### config.mk
export PLATFORM = sky130hd
export DESIGN_NAME = drd_box
export DESIGN_NICKNAME = d
export VERILOG_FILES = /design/src/hdl/drd_pkg.sv /design/src/hdl/drd_box.sv
export SDC_FILE = /design/constraint.sdc
export NUM_CORES = 1
export LEC_CHECK = 0
export ABC_CLOCK_PERIOD_IN_PS = 7400
export BUFFER_PORTS_ARGS = -buffer_cell sky130_fd_sc_hd__buf_2
export CORE_AREA = 2 2 184 186
export DETAILED_ROUTE_END_ITERATION = 12
export DIE_AREA = 0 0 186 188
export PLACE_DENSITY = 0.51
export SYNTH_ARGS = -nofsm -noshare
export SYNTH_HDL_FRONTEND = slang
export SYNTH_SLANG_ARGS = --single-unit
### constraint.sdc
create_clock -name clock -period 7.4 [get_ports clock]
set_input_delay 1.48 -clock clock [delete_from_list [all_inputs] [get_ports clock]]
set_output_delay 1.48 -clock clock [all_outputs]
set_load 0.1 [all_outputs]
### src/hdl/drd_pkg.sv
// ---------------------------------------------------------------------------
// drd_pkg
// shared constants, types and helper functions of the detection row decoder
// ---------------------------------------------------------------------------
package drd_pkg;

   localparam int MAX_ROW_LENGTH  = 1024;
   localparam int COORD_LIMIT     = 8192;
   localparam int MIN_ROW_LENGTH  = 5;
   localparam int BOX_ELEMS       = 4;

   localparam int ROWREG_W   = 11;
   localparam int NCLS_W     = 10;
   localparam int THR_W      = 17;
   localparam int SCALE_W    = 25;
   localparam int IMGREG_W   = 14;
   localparam int ELEM_W     = 32;
   localparam int CSR_IDX_W  = 3;
   localparam int CSR_DATA_W = 25;

   localparam int LEFT_W  = 13;
   localparam int TOP_W   = 13;
   localparam int BW_W    = 14;
   localparam int BH_W    = 14;
   localparam int CLS_W   = 10;
   localparam int SCORE_W = 31;
   localparam int RSP_W   = 96;
   localparam int RSP_PAD = RSP_W - (LEFT_W + TOP_W + BW_W + BH_W + CLS_W + SCORE_W);

   localparam int CNT_W  = $clog2(MAX_ROW_LENGTH);
   localparam int LEN_W  = $clog2(MAX_ROW_LENGTH + 1);
   localparam int IMG_W  = $clog2(COORD_LIMIT + 1);
   localparam int LCMP_W = (LEN_W > ROWREG_W) ? LEN_W : ROWREG_W;
   localparam int NCMP_W = (LEN_W > NCLS_W) ? LEN_W : NCLS_W;
   localparam int ICMP_W = (IMG_W > IMGREG_W) ? IMG_W : IMGREG_W;

   // 2c - d carries one extra fraction bit
   localparam int DIFF_W     = ELEM_W + 2;
   localparam int EDGE_P_W   = DIFF_W + SCALE_W + 1;
   localparam int SPAN_P_W   = ELEM_W + SCALE_W + 1;
   localparam int EDGE_SHIFT = 33;
   localparam int SPAN_SHIFT = 32;
   localparam int EDGE_W     = EDGE_P_W - EDGE_SHIFT;
   localparam int SPAN_W     = SPAN_P_W - SPAN_SHIFT;
   localparam int DIM_W      = ((EDGE_W + 1) > SPAN_W) ? (EDGE_W + 1) : SPAN_W;

   typedef enum logic [CSR_IDX_W-1:0] {
      REG_ROW_LENGTH     = 3'd0,
      REG_NUM_CLASSES    = 3'd1,
      REG_CONF_THRESHOLD = 3'd2,
      REG_SCALE_FACTOR   = 3'd3,
      REG_IMAGE_WIDTH    = 3'd4,
      REG_IMAGE_HEIGHT   = 3'd5
   } csr_index_type;

   typedef struct packed {
      logic [LEN_W-1:0]   row_len;
      logic [NCLS_W-1:0]  num_cls;
      logic [THR_W-1:0]   threshold;
      logic [SCALE_W-1:0] scale;
      logic [IMG_W-1:0]   img_w;
      logic [IMG_W-1:0]   img_h;
   } cfg_type;

   typedef struct packed {
      logic signed [EDGE_P_W-1:0] edge_x;
      logic signed [EDGE_P_W-1:0] edge_y;
      logic signed [SPAN_P_W-1:0] span_w;
      logic signed [SPAN_P_W-1:0] span_h;
      logic signed [ELEM_W-1:0]   score;
      logic [CLS_W-1:0]           cls;
   } row_end_type;

   function automatic logic [LEN_W-1:0] clamp_len(input logic [ROWREG_W-1:0] raw);
      logic [LCMP_W-1:0] r;
      r = LCMP_W'(raw);
      if (r < LCMP_W'(MIN_ROW_LENGTH)) begin
         r = LCMP_W'(MIN_ROW_LENGTH);
      end else if (r > LCMP_W'(MAX_ROW_LENGTH)) begin
         r = LCMP_W'(MAX_ROW_LENGTH);
      end
      return LEN_W'(r);
   endfunction

   function automatic logic [NCLS_W-1:0] clamp_ncls(input logic [NCLS_W-1:0] raw,
                                                     input logic [LEN_W-1:0]  len);
      logic [NCMP_W-1:0] n;
      logic [NCMP_W-1:0] hi;
      n  = NCMP_W'(raw);
      hi = NCMP_W'(len) - NCMP_W'(BOX_ELEMS);
      if (n == NCMP_W'(0)) begin
         n = NCMP_W'(1);
      end else if (n > hi) begin
         n = hi;
      end
      return NCLS_W'(n);
   endfunction

   function automatic logic [IMG_W-1:0] clamp_img(input logic [IMGREG_W-1:0] raw);
      logic [ICMP_W-1:0] r;
      r = ICMP_W'(raw);
      if (r == ICMP_W'(0)) begin
         r = ICMP_W'(1);
      end else if (r > ICMP_W'(COORD_LIMIT)) begin
         r = ICMP_W'(COORD_LIMIT);
      end
      return IMG_W'(r);
   endfunction

endpackage

### src/hdl/drd_box.sv
// ---------------------------------------------------------------------------
// drd_box
// truncation, image clamping, keep decision and result register
// ---------------------------------------------------------------------------
module drd_box (
   input  logic                        clock,
   input  logic                        reset,
   input  drd_pkg::cfg_type            cfg,
   input  logic                        end_valid,
   output logic                        end_take,
   input  drd_pkg::row_end_type        end_data,
   output logic                        rsp_tvalid,
   input  logic                        rsp_tready,
   output logic [drd_pkg::RSP_W-1:0]   rsp_tdata
);
   import drd_pkg::*;

   logic                       rsp_valid_ff;
   logic [RSP_W-1:0]           rsp_data_ff;
   logic [RSP_W-1:0]           rsp_data_in;

   logic signed [EDGE_W-1:0]   left_raw;
   logic signed [EDGE_W-1:0]   top_raw;
   logic signed [DIM_W-1:0]    left_c;
   logic signed [DIM_W-1:0]    top_c;
   logic signed [DIM_W-1:0]    span_w;
   logic signed [DIM_W-1:0]    span_h;
   logic signed [DIM_W-1:0]    room_w;
   logic signed [DIM_W-1:0]    room_h;
   logic signed [DIM_W-1:0]    w_fin;
   logic signed [DIM_W-1:0]    h_fin;
   logic signed [ELEM_W-1:0]   thr_s;
   logic                       keep;

   always_comb begin
      // floor shift is enough: negative edges clamp to zero, negative spans drop
      left_raw = end_data.edge_x[EDGE_P_W-1:EDGE_SHIFT];
      top_raw  = end_data.edge_y[EDGE_P_W-1:EDGE_SHIFT];
      span_w   = DIM_W'(signed'(end_data.span_w[SPAN_P_W-1:SPAN_SHIFT]));
      span_h   = DIM_W'(signed'(end_data.span_h[SPAN_P_W-1:SPAN_SHIFT]));
      left_c   = (left_raw < 0) ? '0 : DIM_W'(left_raw);
      top_c    = (top_raw < 0) ? '0 : DIM_W'(top_raw);
      room_w   = signed'(DIM_W'(cfg.img_w)) - left_c;
      room_h   = signed'(DIM_W'(cfg.img_h)) - top_c;
      w_fin    = (room_w < span_w) ? room_w : span_w;
      h_fin    = (room_h < span_h) ? room_h : span_h;
      thr_s    = signed'(ELEM_W'(cfg.threshold));
      keep     = (end_data.score >= thr_s) &&
                 (w_fin > DIM_W'(1)) && (h_fin > DIM_W'(1));
      rsp_data_in = {{RSP_PAD{1'b0}},
                     end_data.score[SCORE_W-1:0],
                     end_data.cls,
                     h_fin[BH_W-1:0],
                     w_fin[BW_W-1:0],
                     top_c[TOP_W-1:0],
                     left_c[LEFT_W-1:0]};
      end_take = end_valid && (!rsp_valid_ff || rsp_tready);
   end

   always_ff @(posedge clock) begin
      if (reset) begin
         rsp_valid_ff <= 1'b0;
      end else if (end_take) begin
         rsp_valid_ff <= keep;
      end else if (rsp_tready) begin
         rsp_valid_ff <= 1'b0;
      end
   end

   always_ff @(posedge clock) begin
      if (end_take && keep) begin
         rsp_data_ff <= rsp_data_in;
      end
   end

   assign rsp_tvalid = rsp_valid_ff;
   assign rsp_tdata  = rsp_data_ff;

endmodule

== Word-level counts from Yosys, hierarchy flattened ==
Cells that the tools add are included.

* $add $sub $neg: 2
* $lt $le $gt $ge: 7
* Multiplexer cells: 6
* Reduce and logical (&&, ||, !) cells: 7

{| class="wikitable"
|+ Operators with widths
! operator !! count
|-
| $mux W28 || 4
|-
| $gt A28 B2 Y1 const B || 2
|-
| $lt A28 B26 Y1 || 2
|-
| $sub A15 B28 Y28 || 2
|-
| $lt A27 B1 Y1 const B || 2
|-
| $ge A32 B18 Y1 || 1
|-
| $logic_and A1 B1 Y1 || 4
|-
| $mux W1 || 2
|-
| $reduce_bool A2 Y1 || 1
|-
| $logic_not A1 Y1 || 1
|-
| $logic_or A1 B1 Y1 || 1
|}

* Flip-flop bits (word level): 96
* Input bits: 373
* Output and inout port bits: 98
* Word-level logic and storage cells: 24

== Longest topological paths before layout ==
* Word-level depth: 9
* Depth in mapped cells: 25
* Mapped depth without buffers: 22

== Least setup slack after synthesis ==
No wires, ideal clock.

* Kind: input to register
* Start point: input port end_data[277] (netlist name)
* End point: register rsp_data_ff[0] (netlist: rsp_tdata[0]), enable pin
* Setup time: 448 ps
* Data arrival time: 7491 ps
* Data required time: 6952 ps
* Slack: -539 ps
* Cell stages on the path: 23
* Buffers on the path: 2
* Cell sequence: clkbuf_1 inv_1 clkbuf_1 nand2_1 ha_1 nor2_1 a211o_1 o21a_1 o311ai_4 o21a_1 o21a_1 o21ai_0 o31a_1 ha_1 nand4_1 nor3_1 o22ai_1 a21oi_1 mux2i_1 mux2_2 nor3b_2 nand4_1 inv_1

* Longest elaborated chain between the ends: 9

{| class="wikitable"
|+ Ends and longest elaborated chain
! item !! line !! text
|-
| from (decl) || drd_box.sv:11 || <nowiki>input drd_pkg::row_end_type end_data,</nowiki>
|-
| $lt A27 B1 Y1 || drd_box.sv:41 || <nowiki>left_c = (left_raw < 0) ? '0 : DIM_W'(left_raw);</nowiki>
|-
| $mux W28 (*) || drd_box.sv:41 ||
|-
| $sub A15 B28 Y28 (*) || drd_box.sv:43 || <nowiki>room_w = signed'(DIM_W'(cfg.img_w)) - left_c;</nowiki>
|-
| $lt A28 B26 Y1 || drd_box.sv:45 || <nowiki>w_fin = (room_w < span_w) ? room_w : span_w;</nowiki>
|-
| $mux W28 (*) || drd_box.sv:45 ||
|-
| $gt A28 B2 Y1 (*) || drd_box.sv:49 || <nowiki>(w_fin > DIM_W'(1)) && (h_fin > DIM_W'(1));</nowiki>
|-
| $logic_and A1 B1 Y1 (*) || drd_box.sv:48 || <nowiki>keep = (end_data.score >= thr_s) &&</nowiki>
|-
| $logic_and A1 B1 Y1 (*) || drd_box.sv:49 ||
|-
| $logic_and A1 B1 Y1 (*) || drd_box.sv:71 || <nowiki>if (end_take && keep) begin</nowiki>
|-
| to (signal assigned) || drd_box.sv:72 || <nowiki>rsp_data_ff <= rsp_data_in;</nowiki>
|-
| to (decl) || drd_box.sv:19 || <nowiki>logic [RSP_W-1:0] rsp_data_ff;</nowiki>
|}

Every way passes the cells marked *; elsewhere a longest branch is shown, timed or not.
A chain may end at the register's enable or synchronous reset.

== Worst setup path in the final report ==
* Start point: input port end_data[217] (netlist name)
* End point: register rsp_data_ff[45] (netlist: rsp_tdata[45]), enable pin

* Longest elaborated chain between the ends: 8

{| class="wikitable"
|+ Ends and longest elaborated chain
! item !! line !! text
|-
| $lt A27 B1 Y1 || drd_box.sv:42 || <nowiki>top_c = (top_raw < 0) ? '0 : DIM_W'(top_raw);</nowiki>
|-
| $mux W28 (*) || drd_box.sv:42 ||
|-
| $sub A15 B28 Y28 (*) || drd_box.sv:44 || <nowiki>room_h = signed'(DIM_W'(cfg.img_h)) - top_c;</nowiki>
|-
| $lt A28 B26 Y1 || drd_box.sv:46 || <nowiki>h_fin = (room_h < span_h) ? room_h : span_h;</nowiki>
|-
| $mux W28 (*) || drd_box.sv:46 ||
|-
| $gt A28 B2 Y1 (*) || drd_box.sv:49 ||
|-
| $logic_and A1 B1 Y1 (*) || drd_box.sv:49 ||
|-
| $logic_and A1 B1 Y1 (*) || drd_box.sv:71 ||
|}

Marked as above.

==> insert_results.sql <==
INSERT INTO impl_metrics (metric_group, metric, value, unit) VALUES
('synthesis', 'synth-compound-area-share', '18.0', '%'),
('sta', 'worst_pin_slew', '1.01', 'ns'),
('drt', 'antenna_violating_nets_post_route', '0', ''),
('synthesis', 'synth-xor-area-share', '2.87', '%'),
('cts', 'post_cts.resized_instances', '0', ''),
('synthesis', 'synth_top_family_by_area', 'compound AO/OA/AOI/OAI gates', ''),
('sta', 'final_period_minus_worst_setup_slack', '6.70', 'ns'),
('setup_path', 'crit_chain', 'buf_2 -> inv_1 -> nand2_1 -> ha_1 -> nor2b_1 -> o2111ai_1 -> a211oi_1 -> o31ai_1 -> a211o_1 -> o21bai_1 -> o31a_1 -> ha_1 -> nand4_1 -> nor4_1 -> a21oi_1 -> o211ai_1 -> a31oi_1 -> xor2_1 -> mux2i_1 -> nand4_1 -> clkinvlp_4 -> buf_12', ''),
('synthesis', 'synth-edff-count', '95', ''),
('drt', 'vias', '7203', ''),
('setup_path', 'worstSetupStartpointType', 'input pin', ''),
('setup_path', 'critPathCapture', 'rsp_tdata[45]', ''),
('placed_design', 'dpl.hpwl', '22.8', 'mm'),
('drt', 'drc', '0', ''),
('drt', 'wirelength', '26.9', 'mm'),
('floorplanning', 'dieHeight', '188', 'µm'),
('setup_path', 'regToRegSetupSlack', '5.58', 'ns'),
('drt', 'detailedRoute.firstPassIterationCount', '5', ''),
('setup_path', 'worst_reg_to_reg_cells', '6', ''),
('global_routing', 'grt.total_usage', '15.0', '%'),
('setup_path', 'cp.required', '7.42', 'ns'),
('floorplanning', 'die_w', '186', 'µm'),
('floorplanning', 'rows', '67', ''),
('cts', 'worstSkewPairLatency', '0.36', 'ns'),
('setup_path', 'critical-path-slowest-cell', 'sky130_fd_sc_hd__nor4_1', ''),
('finish', 'commonest_cells_after_routing_fill_and_taps_aside', 'sky130_fd_sc_hd__buf_2, sky130_fd_sc_hd__inv_1, sky130_fd_sc_hd__ha_1', ''),
('finish', 'finalInstanceArea', '0.0101', 'mm²'),
('synthesis', 'synthFlopType', 'sky130_fd_sc_hd__edfxtp_1', ''),
('floorplanning', 'dieArea', '0.0350', 'mm²'),
('sta', 'max_freq', '149', 'MHz'),
('setup_path', 'critical_path_arrival', '6.73', 'ns'),
('outcome', 'outcome', 'finished, final reports clean', ''),
('worst_hold_path', 'holdCritPathClass', 'reg2reg', ''),
('setup_path', 'cp_slowest_stage_delay', '0.44', 'ns'),
('synthesis', 'yosysUniqueCellTypes', '70', ''),
('synthesis', 'synth_seq_area_share', '37.7', '%'),
('synthesis', 'synth_mux_area_share', '2.18', '%'),
('placed_design', 'port_buffers', '293', ''),
('synthesis', 'postSynthCellCount', '825', ''),
('cts', 'postCtsSetupRepairBufs', '0', ''),
('floorplanning', 'start_util', '23.0', '%'),
('global_routing', 'grt_pass1_vias', '6950', ''),
('sta', 'worst_slew_margin_rel', '32.0', '%'),
('synthesis', 'synth.avg_cell_area', '9.24', 'µm²'),
('synthesis', 'synth_warnings', '0', ''),
('synthesis', 'synth_seq_cells', '96', ''),
('pwr', 'fin_total_pwr', '1.91', 'mW'),
('finish', 'layout.cells.non_filler', '1591', ''),
('sta', 'final_min_period_over_clock_period', '90.6', '%'),
('finish', 'filler_cell_count', '3530', ''),
('placed_design', 'post_dp_cell_area', '0.00972', 'mm²'),
('sta', 'hold_viol', '0', ''),
('sta', 'rsz0062_at_grt', 'no', ''),
('floorplanning', 'io_pins', '471', ''),
('cts', 'cts_inserted_buffers', '9', ''),
('cts', 'cts_max_path_buffers', '2', ''),
('synthesis', 'synthesized_area', '0.00762', 'mm²'),
('pwr', 'p_per_area', '190', 'mW/mm²'),
('finish', 'layout_cells_sized_above_1', '30.9', '%'),
('synthesis', 'post_synthesis_adder_cell_area_fraction', '16.8', '%'),
('sta', 'setup_viol', '0', ''),
('finish', 'num-nets-final', '1601', ''),
('sta', 'finalClockSkew', '0.0107', 'ns'),
('synthesis', 'post_synthesis_share_of_cell_area_spent_on_and_or_nand_and_nor_gates', '15.8', '%'),
('setup_path', 'cp_max_fo', '46', ''),
('sta', 'final-max-slew-violation-count', '0', ''),
('setup_path', 'r2r-end', 'rsp_tdata[45]', ''),
('floorplanning', 'placeableCoreArea', '0.0331', 'mm²'),
('synthesis', 'syn-num-nets', '1299', ''),
('global_routing', 'first_pass_grt_wire_length', '39.6', 'mm'),
('cts', 'clkSinkCount', '96', '');
## cell usage after synthesis, types with 4 or more instances
| library cell | instances | area share, % |
|---|---|---|
| sky130_fd_sc_hd__a211o_1 | 4 | 0.46 |
| sky130_fd_sc_hd__a211oi_1 | 11 | 1.1 |
| sky130_fd_sc_hd__a21o_1 | 12 | 1.2 |
| sky130_fd_sc_hd__a21oi_1 | 59 | 3.9 |
| sky130_fd_sc_hd__a31oi_1 | 15 | 1.2 |
| sky130_fd_sc_hd__a32oi_1 | 5 | 0.57 |
| sky130_fd_sc_hd__and2_1 | 7 | 0.57 |
| sky130_fd_sc_hd__clkbuf_1 | 12 | 0.59 |
| sky130_fd_sc_hd__edfxtp_1 | 95 | 37 |
| sky130_fd_sc_hd__ha_1 | 99 | 16 |
| sky130_fd_sc_hd__inv_1 | 116 | 5.7 |
| sky130_fd_sc_hd__mux2_2 | 13 | 1.9 |
| sky130_fd_sc_hd__nand2_1 | 84 | 4.1 |
| sky130_fd_sc_hd__nand2b_1 | 8 | 0.66 |
| sky130_fd_sc_hd__nand3_1 | 11 | 0.72 |
| sky130_fd_sc_hd__nand4_1 | 16 | 1.3 |
| sky130_fd_sc_hd__nor2_1 | 42 | 2.1 |
| sky130_fd_sc_hd__nor2b_1 | 15 | 1.2 |
| sky130_fd_sc_hd__nor3_1 | 19 | 1.2 |
| sky130_fd_sc_hd__nor4_1 | 22 | 1.8 |
| sky130_fd_sc_hd__o21a_1 | 14 | 1.4 |
| sky130_fd_sc_hd__o21ai_0 | 51 | 3.3 |
| sky130_fd_sc_hd__xnor2_1 | 18 | 2.1 |
| sky130_fd_sc_hd__xor2_1 | 7 | 0.80 |
## cell families after synthesis
logic type | Yosys count
buf+inv | 132
compound gates | 212
simple gates | 243
fa+ha+maj | 101
flops | 96
other cells | 1
mux | 15
xor+xnor | 25
## how the worst min path moves through the flow
stage	start	endpoint	slack (ns)	cells after the start
6_report	rsp_tvalid	rsp_tvalid	0.49	2
5_1_grt	rsp_tvalid	rsp_tvalid	0.54	2
4_1_cts	rsp_tvalid	rsp_tvalid	0.50	2
3_5_place_dp	rsp_tvalid	rsp_tvalid	0.48	2
3_3_place_gp	rsp_tvalid	rsp_tvalid	0.47	2
2_1_floorplan	rsp_tvalid	rsp_tvalid	0.93	2
## registers in the layout (all words and copies together), names as in the netlist
| signal | cells |
|---|---|
| rsp_tdata | 95 |
| rsp_tvalid | 1 |
## area by class of cell
| class | instances | area [µm²] | share of cell area, % |
|---|---|---|---|
| multi-input combinational | 597 | 4250 | 42.3 |
| sequential | 96 | 2870 | 28.6 |
| timing repair buffer | 307 | 1600 | 15.9 |
| tap | 448 | 561 | 5.58 |
| inverter | 116 | 439 | 4.37 |
| clock buffer | 9 | 225 | 2.24 |
| clock inverter | 7 | 83.8 | 0.834 |
| antenna | 11 | 27.5 | 0.274 |
## where the power goes
part | total (mW) | internal, mW | leakage [nW] | switching [mW]
Sequential | 0.644 | 0.636 | 0.836 | 0.00779
Clock | 0.513 | 0.270 | 0.149 | 0.243
Combinational | 0.755 | 0.244 | 3.55 | 0.511
Total | 1.91 | 1.15 | 4.54 | 0.762
## through the flow
step	setup slack, ns	hold WS [ns]	utilization, %
after floorplan	0.176	0.935	-
after global placement	0.333	0.471	29.3
after detailed placement	0.328	0.484	29.3
after CTS	0.670	0.498	30.3
after global routing	0.146	0.538	30.3
final	0.698	0.489	30.4
## per-layer routing
| metal | routed length, µm | up-vias | share of wire [%] | track usage, % |
|---|---|---|---|---|
| met5 | 23 | - | 0.085 | 0 |
| met1 | 13200 | 3293 | 49 | 21.1 |
| li1 | - | 3644 | - | - |
| met4 | 356 | 4 | 1.3 | 4.27 |
| met2 | 11000 | 238 | 41 | 21.7 |
| met3 | 2430 | 24 | 9.0 | 4.74 |
## critical path, delay by kind of cell
kind            cells  cell delay (ns)
fa+ha+maj           2             0.60
xor+xnor            1             0.35
simple gates        5             1.15
mux                 1             0.28
buf+inv             4             0.96
compound gates      9             1.81
(Power assumes the default switching activity.)
