## src/hdl/drd_pkg.sv

```systemverilog
// ---------------------------------------------------------------------------
// drd_pkg
// shared constants, types and helper functions of the detection row decoder
// ---------------------------------------------------------------------------
package drd_pkg;

   localparam int MAX_ROW_LENGTH  = 1024;
   localparam int COORD_LIMIT     = 8192;
   localparam int MIN_ROW_LENGTH  = 5;
   localparam int BOX_ELEMS       = 4;

   localparam int ROWREG_W   = 11;
   localparam int NCLS_W     = 10;
   localparam int THR_W      = 17;
   localparam int SCALE_W    = 25;
   localparam int IMGREG_W   = 14;
   localparam int ELEM_W     = 32;
   localparam int CSR_IDX_W  = 3;
   localparam int CSR_DATA_W = 25;

   localparam int LEFT_W  = 13;
   localparam int TOP_W   = 13;
   localparam int BW_W    = 14;
   localparam int BH_W    = 14;
   localparam int CLS_W   = 10;
   localparam int SCORE_W = 31;
   localparam int RSP_W   = 96;
   localparam int RSP_PAD = RSP_W - (LEFT_W + TOP_W + BW_W + BH_W + CLS_W + SCORE_W);

   localparam int CNT_W  = $clog2(MAX_ROW_LENGTH);
   localparam int LEN_W  = $clog2(MAX_ROW_LENGTH + 1);
   localparam int IMG_W  = $clog2(COORD_LIMIT + 1);
   localparam int LCMP_W = (LEN_W > ROWREG_W) ? LEN_W : ROWREG_W;
   localparam int NCMP_W = (LEN_W > NCLS_W) ? LEN_W : NCLS_W;
   localparam int ICMP_W = (IMG_W > IMGREG_W) ? IMG_W : IMGREG_W;

   // 2c - d carries one extra fraction bit
   localparam int DIFF_W     = ELEM_W + 2;
   localparam int EDGE_P_W   = DIFF_W + SCALE_W + 1;
   localparam int SPAN_P_W   = ELEM_W + SCALE_W + 1;
   localparam int EDGE_SHIFT = 33;
   localparam int SPAN_SHIFT = 32;
   localparam int EDGE_W     = EDGE_P_W - EDGE_SHIFT;
   localparam int SPAN_W     = SPAN_P_W - SPAN_SHIFT;
   localparam int DIM_W      = ((EDGE_W + 1) > SPAN_W) ? (EDGE_W + 1) : SPAN_W;

   typedef enum logic [CSR_IDX_W-1:0] {
      REG_ROW_LENGTH     = 3'd0,
      REG_NUM_CLASSES    = 3'd1,
      REG_CONF_THRESHOLD = 3'd2,
      REG_SCALE_FACTOR   = 3'd3,
      REG_IMAGE_WIDTH    = 3'd4,
      REG_IMAGE_HEIGHT   = 3'd5
   } csr_index_type;

   typedef struct packed {
      logic [LEN_W-1:0]   row_len;
      logic [NCLS_W-1:0]  num_cls;
      logic [THR_W-1:0]   threshold;
      logic [SCALE_W-1:0] scale;
      logic [IMG_W-1:0]   img_w;
      logic [IMG_W-1:0]   img_h;
   } cfg_type;

   typedef struct packed {
      logic signed [EDGE_P_W-1:0] edge_x;
      logic signed [EDGE_P_W-1:0] edge_y;
      logic signed [SPAN_P_W-1:0] span_w;
      logic signed [SPAN_P_W-1:0] span_h;
      logic signed [ELEM_W-1:0]   score;
      logic [CLS_W-1:0]           cls;
   } row_end_type;

   function automatic logic [LEN_W-1:0] clamp_len(input logic [ROWREG_W-1:0] raw);
      logic [LCMP_W-1:0] r;
      r = LCMP_W'(raw);
      if (r < LCMP_W'(MIN_ROW_LENGTH)) begin
         r = LCMP_W'(MIN_ROW_LENGTH);
      end else if (r > LCMP_W'(MAX_ROW_LENGTH)) begin
         r = LCMP_W'(MAX_ROW_LENGTH);
      end
      return LEN_W'(r);
   endfunction

   function automatic logic [NCLS_W-1:0] clamp_ncls(input logic [NCLS_W-1:0] raw,
                                                     input logic [LEN_W-1:0]  len);
      logic [NCMP_W-1:0] n;
      logic [NCMP_W-1:0] hi;
      n  = NCMP_W'(raw);
      hi = NCMP_W'(len) - NCMP_W'(BOX_ELEMS);
      if (n == NCMP_W'(0)) begin
         n = NCMP_W'(1);
      end else if (n > hi) begin
         n = hi;
      end
      return NCLS_W'(n);
   endfunction

   function automatic logic [IMG_W-1:0] clamp_img(input logic [IMGREG_W-1:0] raw);
      logic [ICMP_W-1:0] r;
      r = ICMP_W'(raw);
      if (r == ICMP_W'(0)) begin
         r = ICMP_W'(1);
      end else if (r > ICMP_W'(COORD_LIMIT)) begin
         r = ICMP_W'(COORD_LIMIT);
      end
      return IMG_W'(r);
   endfunction

endpackage

```

## src/hdl/drd_csr.sv

```systemverilog
// ---------------------------------------------------------------------------
// drd_csr
// configuration registers of the row decoder with range clamping
// ---------------------------------------------------------------------------
module drd_csr (
   input  logic                            clock,
   input  logic                            reset,
   input  logic                            csr_valid,
   output logic                            csr_ready,
   input  logic [drd_pkg::CSR_IDX_W-1:0]   csr_index,
   input  logic [drd_pkg::CSR_DATA_W-1:0]  csr_data,
   output drd_pkg::cfg_type                cfg
);
   import drd_pkg::*;

   logic [ROWREG_W-1:0] row_length_ff;
   logic [NCLS_W-1:0]   num_classes_ff;
   logic [THR_W-1:0]    conf_threshold_ff;
   logic [SCALE_W-1:0]  scale_factor_ff;
   logic [IMGREG_W-1:0] image_width_ff;
   logic [IMGREG_W-1:0] image_height_ff;
   logic [LEN_W-1:0]    len_in;

   assign csr_ready = 1'b1;

   always_ff @(posedge clock) begin
      if (reset) begin
         row_length_ff     <= ROWREG_W'(116);
         num_classes_ff    <= NCLS_W'(80);
         conf_threshold_ff <= THR_W'(16384);
         scale_factor_ff   <= SCALE_W'(65536);
         image_width_ff    <= IMGREG_W'(640);
         image_height_ff   <= IMGREG_W'(640);
      end else if (csr_valid) begin
         case (csr_index)
            REG_ROW_LENGTH:     row_length_ff     <= csr_data[ROWREG_W-1:0];
            REG_NUM_CLASSES:    num_classes_ff    <= csr_data[NCLS_W-1:0];
            REG_CONF_THRESHOLD: conf_threshold_ff <= csr_data[THR_W-1:0];
            REG_SCALE_FACTOR:   scale_factor_ff   <= csr_data[SCALE_W-1:0];
            REG_IMAGE_WIDTH:    image_width_ff    <= csr_data[IMGREG_W-1:0];
            REG_IMAGE_HEIGHT:   image_height_ff   <= csr_data[IMGREG_W-1:0];
            default: begin
            end
         endcase
      end
   end

   always_comb begin
      len_in        = clamp_len(row_length_ff);
      cfg.row_len   = len_in;
      cfg.num_cls   = clamp_ncls(num_classes_ff, len_in);
      cfg.threshold = conf_threshold_ff;
      cfg.scale     = scale_factor_ff;
      cfg.img_w     = clamp_img(image_width_ff);
      cfg.img_h     = clamp_img(image_height_ff);
   end

endmodule

```

## config.mk

```make
export PLATFORM = sky130hd
export DESIGN_NAME = drd_csr
export DESIGN_NICKNAME = d
export VERILOG_FILES = /design/src/hdl/drd_pkg.sv /design/src/hdl/drd_csr.sv
export SDC_FILE = /design/constraint.sdc
export NUM_CORES = 1
export LEC_CHECK = 0
export BUFFER_PORTS_ARGS = -buffer_cell sky130_fd_sc_hd__buf_2
export CORE_MARGIN = 2
export CORE_UTILIZATION = 45
export DETAILED_ROUTE_END_ITERATION = 7
export GPL_TIMING_DRIVEN = 0
export HOLD_SLACK_MARGIN = 0.1
export PLACE_DENSITY = 0.74
export SETUP_SLACK_MARGIN = 0.5
export SYNTH_ARGS = -nofsm -noshare
export SYNTH_HDL_FRONTEND = slang
export SYNTH_SLANG_ARGS = --single-unit
```

## constraint.sdc

```tcl
create_clock -name clock -period 3 [get_ports clock]
set_input_delay 0 -clock clock [delete_from_list [all_inputs] [get_ports clock]]
set_output_delay 0 -clock clock [all_outputs]
set_load 0.01 [all_outputs]
```

## Word-level counts from Yosys, hierarchy flattened

Cells that the tools add are included.

| operators by class | value |
|---|---|
| multiplexer cells | 8 |
| div/mod/pow operators | 0 |
| magnitude comparators | 5 |
| bitwise logic cells | 0 |
| shift-type cells | 0 |
| add/subtract/negate cells | 1 |
| eq/ne operators | 5 |
| multipliers | 0 |
| reductions and logical operators | 10 |

Operators by type and width:

| operator | count |
|---|---|
| $mux 14 | 4 |
| $gt 14x14->1 const B | 2 |
| $logic_not 14->1 | 2 |
| $mux 11 | 2 |
| $mux 10 | 2 |
| $reduce_and 2->1 | 6 |
| $gt 10x11->1 | 1 |
| $gt 11x11->1 const B | 1 |
| $lt 11x3->1 const B | 1 |
| $sub 11x3->11 const B | 1 |
| $logic_not 10->1 | 1 |
| $eq 3x2->1 const B | 2 |
| $eq 3x3->1 const B | 2 |
| $eq 3x1->1 const B | 1 |
| $logic_not 3->1 | 1 |

| storage, ports and cells | value |
|---|---|
| logic and storage cells | 35 |
| bits in writable memories | 0 |
| register bits after elaboration | 91 |
| bits in latches | 0 |
| input port bits | 31 |
| output and inout bits | 92 |
| memories | 0 |
| memory bits (read-only) | 0 |

## Logic depth before layout (Yosys ltp)

Gate-level depths: netlist of the first run.

| depth | value |
|---|---|
| depth in word-level cells | 7 |
| mapped depth | 14 |
| depth with buffers taken out | 13 |

## Least setup slack after synthesis of the first run

OpenSTA, ideal clock, no wires.

| path | value |
|---|---|
| path kind | register to output |
| start point | register row_length_ff[4] |
| end point | output port cfg[71] in the netlist's numbering |
| required time | 3.000 ns |
| arrival | 3.062 ns |
| stages on the path, launching flop included | 15 |
| path buffers | 1 |
| setup slack | -0.062 ns |
| path through | dfxtp_1 or3_4 nor3_1 o21ai_0 ha_1 nand2_1 mux2_2 o22ai_1 ha_1 nand4_1 or3_1 o2111a_1 o21a_1 buf_6 mux2_4 |

RTL lines:

| item | RTL line | RTL |
|---|---|---|
| from (decl) | drd_csr.sv:16 | `logic [ROWREG_W-1:0] row_length_ff;` |
| from (signal assigned) | drd_csr.sv:36 | `REG_ROW_LENGTH: row_length_ff <= csr_data[ROWREG_W-1:0];` |
| to (decl) | drd_csr.sv:12 | `output drd_pkg::cfg_type cfg` |

==> results of run 1 <==
-- cell type report --
| type | instances | area (sq um) | share of cell area (%) |
|---|---|---|---|
| repair buffers | 163 | 1057 | 18.50 |
| flip-flops and latches | 91 | 1834 | 32.09 |
| well taps | 111 | 138.9 | 2.430 |
| inverters | 10 | 37.54 | 0.6567 |
| clock inverters | 4 | 73.82 | 1.292 |
| clock buffers | 12 | 155.1 | 2.715 |
| multi-input cells | 421 | 2270 | 39.71 |
| plain buffers | 34 | 148.9 | 2.605 |
-- kinds of logic (layout without fill, tap and decap cells) --
family | count (synthesis) | in the layout | share of synthesized area [%]
AOI/OAI and AO/OA | 105 | 105 | 13.90
DFF | 91 | 91 | 43.23
xor gates and xnor gates | 1 | 1 | 0.2079
adders and majority gates | 11 | 11 | 3.266
other | 1 | 1 | 0.08899
muxes | 10 | 10 | 3.355
and+or+nand+nor | 293 | 293 | 31.53
buffers and inverters | 44 | 223 | 4.424
-- worst max-delay path: stages (launching register included) --
cell      delay, ns
dfxtp_4        0.36
or3_4          0.40
nor3_4         0.18
o21ai_2        0.11
ha_4           0.19
nand2_2        0.05
mux2_4         0.15
o22ai_4        0.06
ha_1           0.32
nand4_1        0.13
or3_4          0.40
o2111a_1       0.13
o21a_1         0.14
buf_6          0.15
mux2_4         0.30
buf_6          0.12
-- report_power, final --
part	switching [uW]	leakage [uW]	total [uW]	internal, uW
Clock	424	0.000117	939	516
Sequential	23.1	0.000738	1260	1230
Combinational	193	0.00159	356	163
-- through the flow --
step	setup TNS (ns)	util (%)	instance area (sq um)	hold WS (ns)	cells
final	-5.111	62.45	5715	0.2022	846
after global routing	-6.136	62.45	5715	0.2286	846
after global placement	-1.663	54.45	4984	0.2272	787
after CTS	-4.976	61.67	5644	0.1670	842
after detailed placement	-2.115	54.45	4984	0.2333	787
after floorplan	0	-	4244	0.1178	556
-- registers in the layout, summed over array words and instances (netlist names) --
register and cells:
row_length_ff 11, scale_factor_ff 25, num_classes_ff 10, conf_threshold_ff 17, image_width_ff 14, image_height_ff 14
-- metal layers --
| metal | part of all wire [%] | global-route usage (%) |
|---|---|---|
| met1 | 39 | 30.98 |
| met2 | 50 | 44.87 |
| met3 | 7.7 | 5.548 |
| met4 | 2.5 | 10.85 |
| met5 | 0 | 0 |
-- final timing paths --
| kind | startpoint | end | depth (start not counted) |
|---|---|---|---|
| worst max-delay path | row_length_ff[5] | cfg[77] | 15 |
| worst min-delay path | reset | row_length_ff[6] | 2 |
| worst max register to register | row_length_ff[10] | row_length_ff[10] | 3 |
| worst min register to register | scale_factor_ff[17] | scale_factor_ff[17] | 2 |
-- cells in the final DEF, fill, tap and decap left out, drive strengths merged, types with 2 or more instances in the layout --
| master | netlist | routed |
|---|---|---|
| bufinv | 0 | 2 |
| nand4 | 4 | 4 |
| buf | 10 | 141 |
| nand3 | 5 | 5 |
| dfxtp | 91 | 91 |
| nand2 | 192 | 192 |
| inv | 10 | 10 |
| o21a | 3 | 3 |
| o211ai | 2 | 2 |
| clkbuf | 24 | 36 |
| nor2 | 19 | 19 |
| nand3b | 12 | 12 |
| nor3 | 9 | 9 |
| and2 | 7 | 7 |
| nor4 | 8 | 8 |
| clkinv | 0 | 2 |
| a21oi | 85 | 85 |
| a21boi | 2 | 2 |
| dlygate4sd3 | 0 | 32 |
| or2 | 2 | 2 |
| or3 | 3 | 3 |
| ha | 11 | 11 |
| nor2b | 29 | 29 |
| o21ai | 3 | 3 |
| mux2 | 9 | 9 |
-- what timing repair did --
item,in CTS,in global routing
gates resized for setup,11,9
hold buffers,32,0
hold endpoints to repair,91,0
gates cloned,0,1
setup endpoints to repair,10,10
buffers inserted,7,3
pin swaps,6,5
==> impl_metrics.tcl, run 1 <==
set metrics [dict create \
    status "finished with violations" \
    violations "setup timing" \
    grt_antenna_before_repair 0 \
    clock_path_buffers 2 \
    antenna_cells 0 \
    cp.required_ns 3.00 \
    core-area_sq_mm 0.009153 \
    finalMaxSlewViolations 0 \
    syn_area_sq_mm 0.004214 \
    cts_sinks 91 \
    die_w_um 100.8 \
    setup_slack_ns -0.5420 \
    worst_pin_slew_ns 0.5999 \
    drive_gt1_share_pct 24.90 \
    yosysMostFrequentCell "nand2_1" \
    hold_viol_final 0 \
    io_pins 123 \
    ir_drop_mv 0.2657 \
    dp_hpwl_um 9063 \
    wl_per_cell_um 15.68 \
    dieArea_sq_mm 0.01015 \
    ys_seq_area_share_pct 43.23 \
    insertion_delay_ns 0.36 \
    netlist_instances 556 \
    rsz0062_at_grt "yes" \
    rows 35 \
    cp_max_fo 6 \
    gp_congestion 0.9005 \
    grt-ovfl-total 0 \
    first_iter_violations 289 \
    setup_viol 10 \
    die_h_um 100.8 \
    start_util_pct 46.04 \
    ff2ff_setup_slack_ns 1.72 \
    ctsRootBufferMaster "clkbuf_8" \
    firstDrtPassIters 5 \
    synth_ff_type "dfxtp_1" \
    numCtsBuffers 9 \
    cts_tree "done" \
    synth-seq-cells 91 \
    synth_top_cell_by_area "dfxtp_1" \
    syn_area_per_cell_sq_um 7.579 \
    n_fill_cell 807 \
    synth_edf_count 0 \
    synthTopCellsByCount "nand2_1 (192), dfxtp_1 (91), a21oi_1 (85)" \
    grt_start_max_net_pins 16 \
    portBuffers 120 \
    arrival_ns 3.54 \
    clk_pin_slew_ns 0.08 \
    synth_area_leaders "dfxtp_1 (43%), nand2_1 (17%), a21oi_1 (10%), nor2b_1 (4.3%), ha_1 (3.3%)" \
    async_flop_share_pct 0 \
    crit_path_end_kind "primary output" \
    max_freq_mhz 282.3 \
    grt_pass1_wl_um 20620 \
    synth_nets 598 \
    synth.lib_cells_used.distinct 46 \
    nNetsFinal 772 \
    total_power_uw 2551 \
    htreeDepth 3 \
    power_density_mw_per_mm2 446.4 \
    min_path_type "in2reg" \
    pre_cts_ws_ns -0.2377 \
    slew_headroom_pct 60.01 \
    p_leak_uw 0.002443 \
    period_needed_ns 3.542 \
    grt_pass1_vias 4387 \
    area_growth_pct 35.63 \
    start_kind "flop" \
    fin_crit_sh_pct 118.1 \
    drc_errors 0 \
    crit_type "reg2out" \
    synth.top_cell.area_share_pct 43.23 \
    drv_cap 0 \
    antenna_left 0 \
    ys_warn_count 0 \
    drt-vias-per-instance 5.368 \
    grt_use_total_pct 25.90 \
    drt-total-wl_um 13270 \
    num_vias 4541 \
    finClkSkew_ns 0 \
]
(Power assumes the default switching activity.)
==> run 2, diff against run 1 <==
--- a/config.mk
+++ b/config.mk
@@ -5,13 +5,14 @@
 export SDC_FILE = /design/constraint.sdc
 export NUM_CORES = 1
 export LEC_CHECK = 0
-export BUFFER_PORTS_ARGS = -buffer_cell sky130_fd_sc_hd__buf_2
+export BUFFER_PORTS_ARGS = -buffer_cell sky130_fd_sc_hd__clkbuf_2
 export CORE_MARGIN = 2
-export CORE_UTILIZATION = 45
+export CORE_UTILIZATION = 40
 export DETAILED_ROUTE_END_ITERATION = 7
 export GPL_TIMING_DRIVEN = 0
 export HOLD_SLACK_MARGIN = 0.1
-export PLACE_DENSITY = 0.74
+export PLACE_DENSITY = 0.67
+export REMOVE_ABC_BUFFERS = 1
 export SETUP_SLACK_MARGIN = 0.5
 export SYNTH_ARGS = -nofsm -noshare
 export SYNTH_HDL_FRONTEND = slang
==> impl_metrics.tcl, run 2 (synthesis results as in run 1) <==
set metrics [dict create \
    ff2ff_setup_slack_ns 2.07 \
    rsz0062_at_grt "yes" \
    insertion_delay_ns 0.34 \
    ctsRootBufferMaster "clkbuf_8" \
    cts_tree "done" \
    period_needed_ns 3.427 \
    status "finished with violations" \
    drc_errors 0 \
    place_inst 779 \
    grt_pass1_wl_um 18530 \
    pre_cts_ws_ns -0.6825 \
    area_growth_pct 31.32 \
    cts_sinks 91 \
    largest-register "scale_factor_ff" \
    drive_gt1_share_pct 26.15 \
    fin_crit_sh_pct 114.2 \
    io_pins 123 \
    firstDrtPassIters 5 \
    fin_cells 832 \
    wl_per_cell_um 14.29 \
    htreeDepth 3 \
    drv_cap 0 \
    slew_headroom_pct 34.82 \
    p_leak_uw 0.002273 \
    dieArea_sq_mm 0.01137 \
    grt_start_max_net_pins 92 \
    reg.largest.list "scale_factor_ff: 25 flops, conf_threshold_ff: 17 flops" \
    gp_congestion 0.7771 \
    grt-ovfl-total 0 \
    crit_path_end_kind "primary output" \
    finalMaxSlewViolations 0 \
    min_path_type "in2reg" \
    arrival_ns 3.43 \
    start_kind "flop" \
    total_power_uw 2331 \
    num_vias 4165 \
    grt_antenna_before_repair 0 \
    setup_viol 10 \
    antenna_left 0 \
    nNetsFinal 734 \
    crit_type "reg2out" \
    largest_reg_flops 25 \
    cp_max_fo 5 \
    layout_commonest_cell "nand2_1" \
    fin_util_pct 53.85 \
    drt-vias-per-instance 5.006 \
    clock_path_buffers 2 \
    cp.required_ns 3.00 \
    most-common-layout-cells "nand2_1 (191), clkbuf_2 (111), dfxtp_1 (86), a21oi_1 (84), nor2b_1 (29)" \
    clk_pin_slew_ns 0.09 \
    worst_pin_slew_ns 0.9750 \
    grt_pass1_vias 3841 \
    rows 37 \
    die_w_um 106.6 \
    antenna_cells 0 \
    max_freq_mhz 291.8 \
    dp_hpwl_um 7823 \
    finClkSkew_ns 0 \
    die_h_um 106.6 \
    violations "setup timing" \
    hold_viol_final 0 \
    ir_drop_mv 0.2852 \
    portBuffers 121 \
    core-area_sq_mm 0.01028 \
    power_density_mw_per_mm2 421.3 \
    first_iter_violations 198 \
    setup_slack_ns -0.4271 \
    grt_use_total_pct 20.52 \
    start_util_pct 41.00 \
    drt-total-wl_um 11890 \
    numCtsBuffers 9 \
]
run 2: cell types whose count changed in the layout (fill, tap and decap cells not counted), moves of 3 or more:
| cell | previous run | this run |
|---|---|---|
| buf_2 | 120 | 2 |
| clkbuf_2 | 0 | 111 |
| clkbuf_1 | 25 | 0 |
| dlygate4sd3_1 | 32 | 25 |
| buf_6 | 10 | 7 |
| clkinvlp_4 | 0 | 3 |
run 2: final timing paths:
| check | from | cells past startpoint | end |
|---|---|---|---|
| setup / recovery | row_length_ff[5] | 14 | cfg[77] |
| hold / removal | csr_index[1] | 4 | image_width_ff[12] |
| setup reg to reg | image_height_ff[13] | 2 | image_height_ff[13] |
| hold reg to reg | scale_factor_ff[19] | 2 | scale_factor_ff[19] |
run 2: final cells by class:
type / instances / area, sq um
Multi-Input combinational cell: 422 / 2318
Clock buffer: 10 / 137.6
Inverter: 10 / 37.54
Clock inverter: 5 / 40.04
Fill cell: 988 / 4743
Tap cell: 136 / 170.2
Sequential cell: 91 / 1838
Timing Repair Buffer: 158 / 992.2
run 2: through the flow:
step | hold slack, ns | instance area [sq um] | TNS, ns
after global placement | 0.2228 | 4841 | -6.000
after CTS | 0.1415 | 5426 | -3.601
after floorplan | 0.06907 | 4065 | -1.387
final | 0.1056 | 5534 | -3.923
after detailed placement | 0.2285 | 4843 | -6.567
after global routing | 0.1308 | 5534 | -5.206
run 2: per-layer routing:
layer	routed length (um)	vias to the layer above	GRT usage, %
li1	-	2112	-
met1	5213	1923	25.74
met2	5714	120	34.99
met3	833	10	5.167
met4	125	0	5.659
met5	0	-	0
run 2: where the power goes:
group	leakage (uW)	total, uW	switching, uW	internal, uW
sequential	0.000739	1260	23.6	1230
clock	0.0000806	743	421	322
combinational	0.00145	332	183	149
total	0.00227	2330	628	1700
run 2: repair_timing:
| action | CTS | global route |
|---|---|---|
| pin swaps | 8 | 6 |
| gates resized for setup | 23 | 21 |
| hold buffers | 25 | 0 |
| gates cloned | 1 | 0 |
| hold endpoints to repair | 91 | 0 |
| endpoints found under the setup margin | 10 | 10 |
| buffers inserted | 8 | 4 |
run 2: worst max-delay path: stages (launching register included):
cell      delay [ns]
dfxtp_4         0.35
or3_4           0.42
nor3_4          0.18
o21ai_2         0.10
ha_4            0.19
nand2_2         0.05
mux2_4          0.15
o22ai_4         0.07
ha_4            0.28
nand4_1         0.11
or3_4           0.41
o2111a_1        0.16
o21a_4          0.17
mux2_4          0.32
buf_6           0.12
